===== src/design/xor_checked_message_framer_top_defines.svh =====
// Assertion macros used by the message framer controller.
`ifndef XOR_CHECKED_MESSAGE_FRAMER_TOP_DEFINES_SVH
`define XOR_CHECKED_MESSAGE_FRAMER_TOP_DEFINES_SVH

`ifndef ASSERT_OFF
// Clocked check, disabled while reset is asserted.
`define XCMF_ASSERT(lbl, clk, rstn, prop) \
  lbl: assert property (@(posedge clk) disable iff (!rstn) prop) \
    else $error("xcmf assertion failed");
// Clocked check that also holds during reset.
`define XCMF_ASSERT_ALWAYS(lbl, clk, prop) \
  lbl: assert property (@(posedge clk) prop) \
    else $error("xcmf assertion failed");
`else
`define XCMF_ASSERT(lbl, clk, rstn, prop)
`define XCMF_ASSERT_ALWAYS(lbl, clk, prop)
`endif

`endif


===== src/design/xcmf_pkg.sv =====
// Shared constants, types and functions of the message framer.
package xcmf_pkg;

  localparam int unsigned DEF_BUFFER_DEPTH = 32;
  localparam int unsigned LEN_W            = 7;
  localparam int unsigned HEAD_BYTES       = 2;
  localparam logic [7:0]  CHECK_SEED       = 8'hFF;
  localparam logic [1:0]  LEN_CODE_EXT     = 2'd3;

  typedef struct packed {
    logic accept;   // input beat taken this cycle
    logic rd_en;    // read the store at the read pointer
    logic rd_adv;   // output beat taken, move the read pointer
  } xcmf_cmd_t;

  typedef struct packed {
    logic complete; // the offered byte completes a valid message
    logic last;     // the loaded output byte is the final one
  } xcmf_status_t;

  // Message length from the opcode and the byte after it.
  function automatic logic [LEN_W-1:0] len_from_head(logic [7:0] op, logic [7:0] second);
    logic [1:0] code;
    logic [LEN_W-1:0] len;
    code = op[6:5];
    case (code)
      LEN_CODE_EXT: len = LEN_W'(second[6:0]);
      default:      len = LEN_W'({code, 1'b0}) + LEN_W'(HEAD_BYTES);
    endcase
    return len;
  endfunction

endpackage


===== src/design/xcmf_datapath.sv =====
// Datapath: byte store, fill count, length and checksum, output register.
module xcmf_datapath
  import xcmf_pkg::*;
#(
  parameter int unsigned BUFFER_DEPTH = DEF_BUFFER_DEPTH
) (
  input  logic         clk_i,
  input  logic         rst_ni,
  input  logic [7:0]   rx_byte_i,
  input  xcmf_cmd_t    cmd_i,
  output xcmf_status_t status_o,
  output logic [7:0]   msg_byte_o,
  output logic         msg_last_o
);

  localparam int unsigned AW = $clog2(BUFFER_DEPTH);
  localparam int unsigned FW = $clog2(BUFFER_DEPTH + 1);

  logic [7:0]       mem_q [BUFFER_DEPTH];
  logic [FW-1:0]    fill_q, fill_d;
  logic [LEN_W-1:0] len_q, len_d;
  logic [7:0]       chk_q, chk_d;
  logic [7:0]       head0_q, head0_d;
  logic [7:0]       head1_q, head1_d;
  logic [AW-1:0]    rd_ptr_q;
  logic [7:0]       rdata_q;
  logic             last_q;

  logic             is_op;
  logic [FW-1:0]    fill_b, fill_n;
  logic [LEN_W-1:0] len_b;
  logic [7:0]       chk_b;
  logic             room;

  always_comb begin
    is_op  = rx_byte_i[7];
    // an opcode restarts assembly before it is stored
    fill_b = is_op ? '0 : fill_q;
    len_b  = is_op ? '0 : len_q;
    chk_b  = is_op ? CHECK_SEED : chk_q;
    room   = fill_b < FW'(BUFFER_DEPTH);
    fill_n = fill_b + FW'(1);

    fill_d  = fill_b;
    chk_d   = chk_b;
    head0_d = head0_q;
    head1_d = head1_q;
    if (room) begin
      fill_d = fill_n;
      if (fill_n <= FW'(HEAD_BYTES) || len_b >= LEN_W'(fill_n)) begin
        chk_d = chk_b ^ rx_byte_i;
      end
      if (fill_b == FW'(0)) head0_d = rx_byte_i;
      if (fill_b == FW'(1)) head1_d = rx_byte_i;
    end

    len_d = len_b;
    if (fill_d >= FW'(HEAD_BYTES) && len_b == '0) begin
      len_d = len_from_head(head0_d, head1_d);
    end

    status_o.complete = room && (LEN_W'(fill_d) == len_d) && (chk_d == 8'h00);
    status_o.last     = last_q;
  end

  always_ff @(posedge clk_i or negedge rst_ni) begin
    if (!rst_ni) begin
      fill_q   <= '0;
      len_q    <= '0;
      chk_q    <= CHECK_SEED;
      rd_ptr_q <= '0;
    end else begin
      if (cmd_i.accept) begin
        fill_q   <= fill_d;
        len_q    <= len_d;
        chk_q    <= chk_d;
        rd_ptr_q <= '0;
      end else if (cmd_i.rd_adv) begin
        rd_ptr_q <= rd_ptr_q + AW'(1);
      end
    end
  end

  always_ff @(posedge clk_i) begin
    if (cmd_i.accept) begin
      head0_q <= head0_d;
      head1_q <= head1_d;
    end
  end

  // store write and registered read
  always_ff @(posedge clk_i) begin
    if (cmd_i.accept && room) begin
      mem_q[fill_b[AW-1:0]] <= rx_byte_i;
    end
    if (cmd_i.rd_en) begin
      rdata_q <= mem_q[rd_ptr_q];
      last_q  <= (FW'(rd_ptr_q) + FW'(1)) == fill_q;
    end
  end

  assign msg_byte_o = rdata_q;
  assign msg_last_o = last_q;

endmodule


===== src/design/xcmf_ctrl.sv =====
// Controller: accepts bytes and sequences the read-out of a finished message.
`include "xor_checked_message_framer_top_defines.svh"

module xcmf_ctrl
  import xcmf_pkg::*;
(
  input  logic         clk_i,
  input  logic         rst_ni,
  input  logic         rx_valid_i,
  output logic         rx_ready_o,
  output logic         msg_valid_o,
  input  logic         msg_ready_i,
  input  xcmf_status_t status_i,
  output xcmf_cmd_t    cmd_o
);

  typedef enum logic [2:0] {
    ST_IDLE = 3'b001,
    ST_READ = 3'b010,
    ST_SEND = 3'b100
  } state_e;

  state_e state_q, state_d;

  always_comb begin
    rx_ready_o   = (state_q == ST_IDLE);
    msg_valid_o  = (state_q == ST_SEND);
    cmd_o.accept = rx_ready_o && rx_valid_i;
    cmd_o.rd_en  = (state_q == ST_READ);
    cmd_o.rd_adv = msg_valid_o && msg_ready_i;

    state_d = state_q;
    case (state_q)
      ST_IDLE: begin
        if (cmd_o.accept && status_i.complete) state_d = ST_READ;
      end
      ST_READ: begin
        state_d = ST_SEND;
      end
      ST_SEND: begin
        if (cmd_o.rd_adv) state_d = status_i.last ? ST_IDLE : ST_READ;
      end
      default: begin
        state_d = ST_IDLE;
      end
    endcase
  end

  always_ff @(posedge clk_i or negedge rst_ni) begin
    if (!rst_ni) begin
      state_q <= ST_IDLE;
    end else begin
      state_q <= state_d;
    end
  end

  `XCMF_ASSERT(a_no_overlap, clk_i, rst_ni, !(rx_ready_o && msg_valid_o))
  `XCMF_ASSERT(a_complete_reads, clk_i, rst_ni, (cmd_o.accept && status_i.complete) |=> (state_q == ST_READ))
  `XCMF_ASSERT(a_read_then_send, clk_i, rst_ni, (state_q == ST_READ) |=> msg_valid_o)
  `XCMF_ASSERT(a_last_to_idle, clk_i, rst_ni, (cmd_o.rd_adv && status_i.last) |=> rx_ready_o)

endmodule


===== src/design/xor_checked_message_framer_top.sv =====
// Input: one byte is taken per cycle while the controller is idle; no input is taken while a
// message is read out and sent. After the byte that completes a message is taken, the store
// is read into the output register (ST_READ) and the first beat is offered (ST_SEND); each
// later beat repeats the read, and each beat is held in ST_SEND until msg_ready_i takes it.
// Reset (async, active low): idle, count and length cleared, checksum 0xFF; store not cleared.
module xor_checked_message_framer_top
  import xcmf_pkg::*;
#(
  parameter int unsigned BUFFER_DEPTH = DEF_BUFFER_DEPTH
) (
  input  logic       clk_i,
  input  logic       rst_ni,
  input  logic [7:0] rx_byte_i,
  input  logic       rx_valid_i,
  output logic       rx_ready_o,
  output logic [7:0] msg_byte_o,
  output logic       msg_last_o,
  output logic       msg_valid_o,
  input  logic       msg_ready_i
);

  xcmf_cmd_t    cmd;
  xcmf_status_t status;

  xcmf_ctrl u_ctrl (
    .clk_i       (clk_i),
    .rst_ni      (rst_ni),
    .rx_valid_i  (rx_valid_i),
    .rx_ready_o  (rx_ready_o),
    .msg_valid_o (msg_valid_o),
    .msg_ready_i (msg_ready_i),
    .status_i    (status),
    .cmd_o       (cmd)
  );

  xcmf_datapath #(
    .BUFFER_DEPTH(BUFFER_DEPTH)
  ) u_datapath (
    .clk_i      (clk_i),
    .rst_ni     (rst_ni),
    .rx_byte_i  (rx_byte_i),
    .cmd_i      (cmd),
    .status_o   (status),
    .msg_byte_o (msg_byte_o),
    .msg_last_o (msg_last_o)
  );

endmodule

===== config.mk =====
export PLATFORM = sky130hd
export DESIGN_NAME = xor_checked_message_framer_top
export DESIGN_NICKNAME = d
export VERILOG_FILES = /design/src/design/xcmf_pkg.sv /design/src/design/xcmf_datapath.sv /design/src/design/xcmf_ctrl.sv /design/src/design/xor_checked_message_framer_top.sv
export VERILOG_INCLUDE_DIRS = /design/src /design/src/design
export SDC_FILE = /design/constraint.sdc
export NUM_CORES = 1
export LEC_CHECK = 0
export BUFFER_PORTS_ARGS = -buffer_cell sky130_fd_sc_hd__clkbuf_2
export CAP_MARGIN = 20
export CORE_AREA = 3 3 158 160
export DETAILED_ROUTE_END_ITERATION = 10
export DIE_AREA = 0 0 161 163
export PLACE_DENSITY_LB_ADDON = 0.25
export SKIP_LAST_GASP = 1
export SYNTH_ARGS = -nofsm -noshare
export SYNTH_HDL_FRONTEND = slang
export SYNTH_SLANG_ARGS = --single-unit

===== constraint.sdc =====
create_clock -name clk_i -period 3.7 [get_ports clk_i]
set_input_delay 0.185 -clock clk_i [delete_from_list [all_inputs] [get_ports clk_i]]
set_output_delay 0.185 -clock clk_i [all_outputs]
set_load 0.01 [all_outputs]

* Yosys cells after proc, flatten, opt, wreduce, memory -nomap -nowiden
Memories as Yosys holds them, arrays and structs flattened. A register that Yosys moved wholly into a read port is not among the register bits.
Cells that the tools add are included.
** Storage, ports and cells
- Bits in registers :: 44
- Memory bits (writable) :: 256
- Input port bits :: 12
- Output and inout port bits :: 11
- Logic and storage cells :: 62
- Memories :: 1
** Operators by class
- $add $sub $neg :: 4
- Magnitude comparators :: 4
- Equality and inequality tests :: 9
- Muxes and demuxes :: 20
- Bitwise operators :: 1
- Reduce and logical (&&, ||, !) cells :: 14
** Memory list
- u_datapath.mem_q :: depth 32, width 8, read ports 1, clocked after memory_dff 1, wr ports 1, RTL line xcmf_datapath.sv:19 : logic [7:0] mem_q [BUFFER_DEPTH];
** Operators with widths (number)
- 7-bit 2-to-1 mux :: 7
- 8-bit 2-to-1 mux :: 3
- 6-bit 2-to-1 mux :: 2
- 5-bit 2-to-1 mux :: 2
- 3-bit one-hot mux with 3 select lines :: 1
- 8-bit zero test :: 1
- 8-bit bitwise XOR :: 1
- 6-bit by 7-bit == test with 1-bit output :: 1
- 7-bit by 6-bit greater-or-equal comparator with 1-bit output :: 1
- 1-bit logical AND :: 7
- 7-bit zero test :: 1
- 5-bit by 1-bit adder with 6-bit output, second input constant :: 1
- 6-bit by 1-bit adder with 6-bit output, second input constant :: 1
- 6-bit by 1-bit == test with 1-bit output, second input constant :: 1
- 6-bit == test :: 1
- 6-bit by 2-bit greater-or-equal comparator with 1-bit output, second input constant :: 1
- 6-bit by 2-bit <= comparator with 1-bit output, second input constant :: 1
- 6-bit zero test :: 1
- 6-bit less-than comparator, second input constant :: 1
- 3-bit 2-to-1 mux :: 2
- 5-bit by 1-bit adder with 5-bit output, second input constant :: 1
- 3-bit by 2-bit adder with 4-bit output, second input constant :: 1
- 2-bit by 1-bit != test with 1-bit output, second input constant :: 2
- 3-bit by 1-bit == test with 1-bit output, second input constant :: 1
- 9 further kinds :: 10

* Longest topological paths before layout
- Depth after elaboration :: 13
- Depth in mapped cells :: 17
- Mapped depth without buffers :: 13

* Modules after synthesis
From an unflattened synthesis, not the netlist that was laid out.
** Unflattened totals
- Cells, all modules :: 779
- Area total of the unflattened synthesis :: 13107.6 um^2
** By module, submodules not included
- xcmf_datapath :: times used 1, cells an instance 759, area an instance 12927.4 um^2, seq. area each 8888.5 um^2
- xcmf_ctrl :: times used 1, cells an instance 20, area an instance 180.2 um^2, seq. area each 76.3 um^2

* Worst setup path before layout
No wires, ideal clock.
- Kind :: input to register
- From :: input port rx_byte_i[7]
- To :: register u_ctrl.state_q[0]
- Setup time :: 0.077 ns
- Arrival time :: 3.724 ns
- Data required time :: 3.623 ns
- Slack :: -0.100 ns
- Stages :: 15
- Path buffers :: 4
- Cell sequence :: buf_2 > clkbuf_1 > clkbuf_1 > buf_1 > inv_1 > nand2_1 > ha_1 > a21oi_1 > o21ai_0 > a221o_1 > a21oi_1 > mux2i_1 > or4_1 > or4_1 > a21o_1
** Between the ends
- Cells in the longest elaborated chain, start to end :: 13
- Elaborated cells between the ends (all ways) :: 32
- Those cells by class :: 2 x add/sub; 4 x order compare; 4 x eq/ne; 12 x mux; 1 x bitwise; 9 x reduce/logical
** Ends and longest elaborated chain
- start, declared :: RTL line xor_checked_message_framer_top.sv:13 : input logic [7:0] rx_byte_i,
- branches (longest 9 deep; another with 6-bit by 1-bit adder with 6-bit output)
- 1-bit logical AND * :: RTL line xcmf_datapath.sv:62 : status_o.complete = room && (LEN_W'(fill_d) == len_d) && (chk_d == 8'h00);
- 1-bit logical AND * :: RTL line xcmf_ctrl.sv:35 : if (cmd_o.accept && status_i.complete) state_d = ST_READ;
- 2-bit by 1-bit != test with 1-bit output (no source line) *
- 2-bit AND reduction (no source line) *
- end signal, assigned :: RTL line xcmf_ctrl.sv:53 : state_q <= state_d;
- end, declared :: RTL line xcmf_ctrl.sv:23 : state_e state_q, state_d;
Mark *: on every way between the ends.
A chain may end at the register's enable or synchronous reset.

* Worst setup path in the final report
- From :: register u_datapath.fill_q[2]
- To :: register u_ctrl.state_q[0]
** Between the ends
- Cells in the longest elaborated chain, start to end :: 13
- Elaborated cells between the ends (all ways) :: 28
- Those cells by class :: 2 x add/sub; 4 x order compare; 4 x eq/ne; 10 x mux; 8 x reduce/logical
** Ends and longest elaborated chain
- start, declared :: RTL line xcmf_datapath.sv:20 : logic [FW-1:0] fill_q, fill_d;
- start signal, assigned :: RTL line xcmf_datapath.sv:74 : fill_q <= fill_d;
- 6-bit 2-to-1 mux * :: RTL line xcmf_datapath.sv:38 : fill_b = is_op ? '0 : fill_q;
- branches (longest 2 deep; another with 6-bit less-than comparator)
- 7-bit 2-to-1 mux * :: RTL line xcmf_datapath.sv:48 : if (room) begin
- named net u_datapath.head0_d[5] :: RTL line xcmf_datapath.sv:23 : logic [7:0] head0_q, head0_d;
- 3-bit by 2-bit adder with 4-bit output or 2-bit == test (tied branches) :: RTL line xcmf_pkg.sv:28, xcmf_pkg.sv:26
- 7-bit 2-to-1 mux * :: RTL line xcmf_pkg.sv:26 : case (code)
- 7-bit 2-to-1 mux * :: RTL line xcmf_datapath.sv:58 : if (fill_d >= FW'(HEAD_BYTES) && len_b == '0) begin
- 6-bit by 7-bit == test with 1-bit output * :: RTL line xcmf_datapath.sv:62
- 1-bit logical AND * (2 in a row) :: RTL line xcmf_datapath.sv:62
- 1-bit logical AND * :: RTL line xcmf_ctrl.sv:35
- 2-bit by 1-bit != test with 1-bit output (no source line) *
- 2-bit AND reduction (no source line) *
Mark *: on every way through the listed nets, which the timed path passes.

==> parameters.txt <==
Parameter                              Value

Outcome
  Result of the run ... finished, final reports clean

Timing
  Max Transition Viols Final ... 0
  Peak Freq ... around 0.28 GHz
  Pin slew with the least headroom to its limit ... a little over 1 ns
  Total count of hold-check failures in the final report ... 0
  Total Negative Setup Slacks ... 0 ns
  Period utilisation layout ... a little over nine tenths
  Final critical-path required period ... ~3.6 ns
  Setup repair after global routing missed its margin ... false
  Skew final ... about 0.022 ns
  Final setup fails ... 0
  Worst rel slew slack ... between 30% and 40%

Cells and area
  Final net count ... between 800 and 900
  Most common cell after layout, fill and taps aside ... edfxtp_1
  Commonest cells after routing, fill and taps aside ... edfxtp_1 (274), mux4_2 (80), nor2_1 (60)
  Layout overhead on the synthesized area ... 13.83%
  Share of post-route cells with drive strength above 1 ... roughly 28%
  Non-filler instance count after layout ... 1171
  Antenna diode count ... 0

Placed design
  Sum of net half-perimeters after detailed placement ... approximately 19000 um
  Placed cell count ... 1109
  # port buffers ... 22
  Weighted congestion reported at the end of routability-driven placement ... ~0.9

Floorplanning
  Vertical die dimension ... ~160 um
  Overall die area ... about 0.026 mm^2
  Area of the core region ... approximately 0.024 mm^2
  Top-level port count ... 23
  Die Span X ... between 150 and 200 um
  Cell Rows ... 56
  Initial core utilization ... 55.23%

Run
  Max-cap violations ... 0

Drt
  1st-pass router iterations ... 5
  Total vias in the final route ... between 7000 and 8000
  DRC viols ... 0
  Per-cell via count in the routed design ... about 6
  DRT Wirelength ... between 20000 and 30000 um
  Detailed Route Iter0 Violations ... ~580
  Drt wl/cell ... ~25 um
  Antenna Violating Nets Remaining ... 0

Worst hold path
  Path class of the lowest-slack min-delay path ... input port to register
  Hold-critical path depth ... 1
  Hold Path End ... u_datapath.mem_q[23][7]$_DFFE_PP_
  Worst Hold Launch ... rx_byte_i[7]

Synth
  Post-synthesis instance area ... about 0.013 mm^2
  Post-Synthesis Net Count ... around 780
  Share of synthesized registers carrying an async set or reset ... a little under a tenth
  Post-synth cell types ... 62
  Post-synth EDFFs ... between 200 and 300
  Count of state elements after synthesis ... roughly 300
  Primary flip-flop cell chosen by synthesis mapping ... edfxtp_1
  Synthesis warning total ... 0
  Sequential share of the synthesized area ... ~69%
  Post-synthesis instance total ... about 760
  Post-Synthesis Mean Instance Area ... about 17 um^2

Clock tree
  Maximum count of clock buffers along a single path ... 3
  Total clock buffers created by CTS ... 30
  Number of sinks driven by the clock tree ... just over 300
  Clock latency on the worst-skew pair ... between 0.5 and 0.6 ns
  Cell at the root of the clock tree ... clkbuf_16
  Clk slew on worst S/H paths ... 0.06 ns
  Number of levels the H-tree was split into ... 1
  CTS tree ... yes

Worst setup path
  Ordered list of cells on the worst path ... nor4_4 -> a21oi_2 -> mux2_4 -> ha_1 -> inv_2 -> a311oi_1 -> a2111o_1 -> a211o_1 -> or4_1 -> or4_4 -> a21o_1
  Worst reg2reg endpoint ... u_ctrl.state_q[0]$_DFFE_PN1P_
  Crit Path Category ... register to register
  Number of buffers and inverters on the critical path ... 1
  Count of cells along the worst register-to-register path ... 11
  Arrival time worst endpoint ... 4.05 ns
  Master of the slowest instance on the critical path ... or4_1
  Critical Path Max Stage Delay ... roughly 0.47 ns
  CP required ... around 4.2 ns
  Crit path max-delay family ... simple AND/OR/NAND/NOR gates
  FF-to-FF Start ... u_datapath.fill_q[2]$_DFFE_PN0P_
  Kind of launch point of the worst setup path ... register
  Worst-path fanout max ... 4
  Sort of element at the end of the critical path ... register
  Setup slack on the worst flop-to-flop path ... 0.14 ns

Power
  Worst vdd rail ir drop ... 0.3967 mV
  Leak ... 4.828 nW
  PwrDens ... between 500 and 600 mW/mm^2

GRT
  Antenna violations before repair ... 0
  Vias in the first global route ... 7491
  Largest net degree at the start of global routing ... 40
  Wire length of the first global-routing pass ... between 40000 and 50000 um
  Total congestion overflow after global routing ... 0
  GRT Overall Usage ... 22.76%
worst max path at each step:
stage	slack, ns	startpoint	end	cells after the start
detailed placement	0.03	u_datapath.fill_q[3]$_DFFE_PN0P_	u_ctrl.state_q[0]$_DFFE_PN1P_	13
global placement	0.14	u_datapath.fill_q[3]$_DFFE_PN0P_	u_ctrl.state_q[0]$_DFFE_PN1P_	13
finish	0.14	u_datapath.fill_q[2]$_DFFE_PN0P_	u_ctrl.state_q[0]$_DFFE_PN1P_	11
CTS	0.08	u_datapath.fill_q[1]$_DFFE_PN0P_	u_ctrl.state_q[0]$_DFFE_PN1P_	13
global route	0.02	u_datapath.fill_q[2]$_DFFE_PN0P_	u_ctrl.state_q[0]$_DFFE_PN1P_	11
floorplan	0.02	rx_byte_i[7]	u_ctrl.state_q[0]$_DFFE_PN1P_	15
final cells by class:
cell class | instances | area (um^2)
tap | 319 | 399.1
clock inverter | 18 | 167.7
multi-input combinational | 405 | 3862
inverter | 10 | 37.54
timing repair buffer | 78 | 568.0
fill | 1692 | 8741
sequential | 303 | 8976
clock buffer | 38 | 790.8
cells in the mapped netlist, types with 2 or more instances:
library cell,n,share of area (%)
nand2b_1,3,0.14
mux2i_1,3,0.23
a21o_1,3,0.17
buf_1,14,0.40
dfrtp_1,20,3.8
nand4_1,3,0.14
nor4bb_1,2,0.15
nand3b_1,2,0.12
clkbuf_1,25,0.72
nor2b_1,15,0.72
and3_1,7,0.34
or3_1,5,0.24
dfstp_2,9,1.8
o22ai_1,3,0.14
nor4b_1,2,0.13
a21oi_1,19,0.73
o21a_1,4,0.23
and2_1,2,0.096
o2111ai_1,2,0.13
ha_1,8,0.77
inv_1,10,0.29
nor3_1,9,0.35
or4_1,4,0.23
a2111o_1,5,0.43
nor4_1,3,0.14
a211o_1,2,0.13
mux2_2,16,1.4
mux4_2,80,14
a31oi_1,5,0.24
a211oi_1,2,0.12
xor2_1,10,0.67
edfxtp_1,274,63
a32o_1,3,0.23
nor2_1,60,1.7
o211ai_1,10,0.58
nand3_1,9,0.35
xnor2_1,9,0.61
nand2_1,50,1.4
nor3b_1,2,0.12
o21ai_0,23,0.89
report_power, final:
group          internal, mW  switching (mW)  leakage, nW
sequential             3.99           0.178         2.83
clock                  1.66            1.26        0.472
combinational         0.580           0.830         1.52
cell families (layout without fill, tap and decap cells):
kind of cell / after synthesis / after routing / synth area share [%]
AO/OA/AOI/OAI: 95 / 95 / 4.984
XOR/XNOR: 19 / 19 / 1.280
AND/OR/NAND/NOR: 183 / 183 / 6.899
flip-flops: 303 / 303 / 68.94
multiplexers: 100 / 100 / 15.59
adder cells (fa/ha/maj): 8 / 8 / 0.7698
buffers and inverters: 51 / 144 / 1.539
metrics by stage:
stage	cell area [um^2]	utilization (%)	setup WS [ns]	total power, mW	hold slack [ns]
6_report	14800	62.87	0.1366	8.493	0.1168
5_1_grt	14800	62.87	0.01848	8.845	0.1230
2_1_floorplan	13010	-	0.02331	5.084	-0.1106
4_1_cts	14770	62.72	0.08453	8.486	0.09163
3_3_place_gp	13760	58.43	0.1444	5.521	0.2806
3_5_place_dp	13760	58.43	0.02740	5.575	0.2991
sequential cells by signal (all words and copies together), names as in the netlist:
name,count
u_datapath.rd_ptr_q,5
u_ctrl.state_q,3
u_datapath.msg_last_o,1
u_datapath.fill_q,6
u_datapath.mem_q,256
u_datapath.chk_q,8
u_datapath.head1_q,7
u_datapath.len_q,7
u_datapath.head0_q,2
u_datapath.msg_byte_o,8
repair_timing:
item | in CTS | in global routing
pin swaps | 0 | 3
endpoints found under the hold margin | 25 | 0
buffers inserted | 0 | 1
setup endpoints to repair | 1 | 2
resized for setup | 1 | 10
hold buffers | 5 | 0
metal layers:
layer / track usage [%] / share of wire [%] / up-vias
met3: 2.772 / 5.3 / 44
met4: 4.576 / 2.4 / 0
met1: 33.52 / 43 / 3638
li1: - / - / 3182
met2: 37.59 / 49 / 250
met5: 0 / 0 / -
Power figures use the tool's default switching activity.
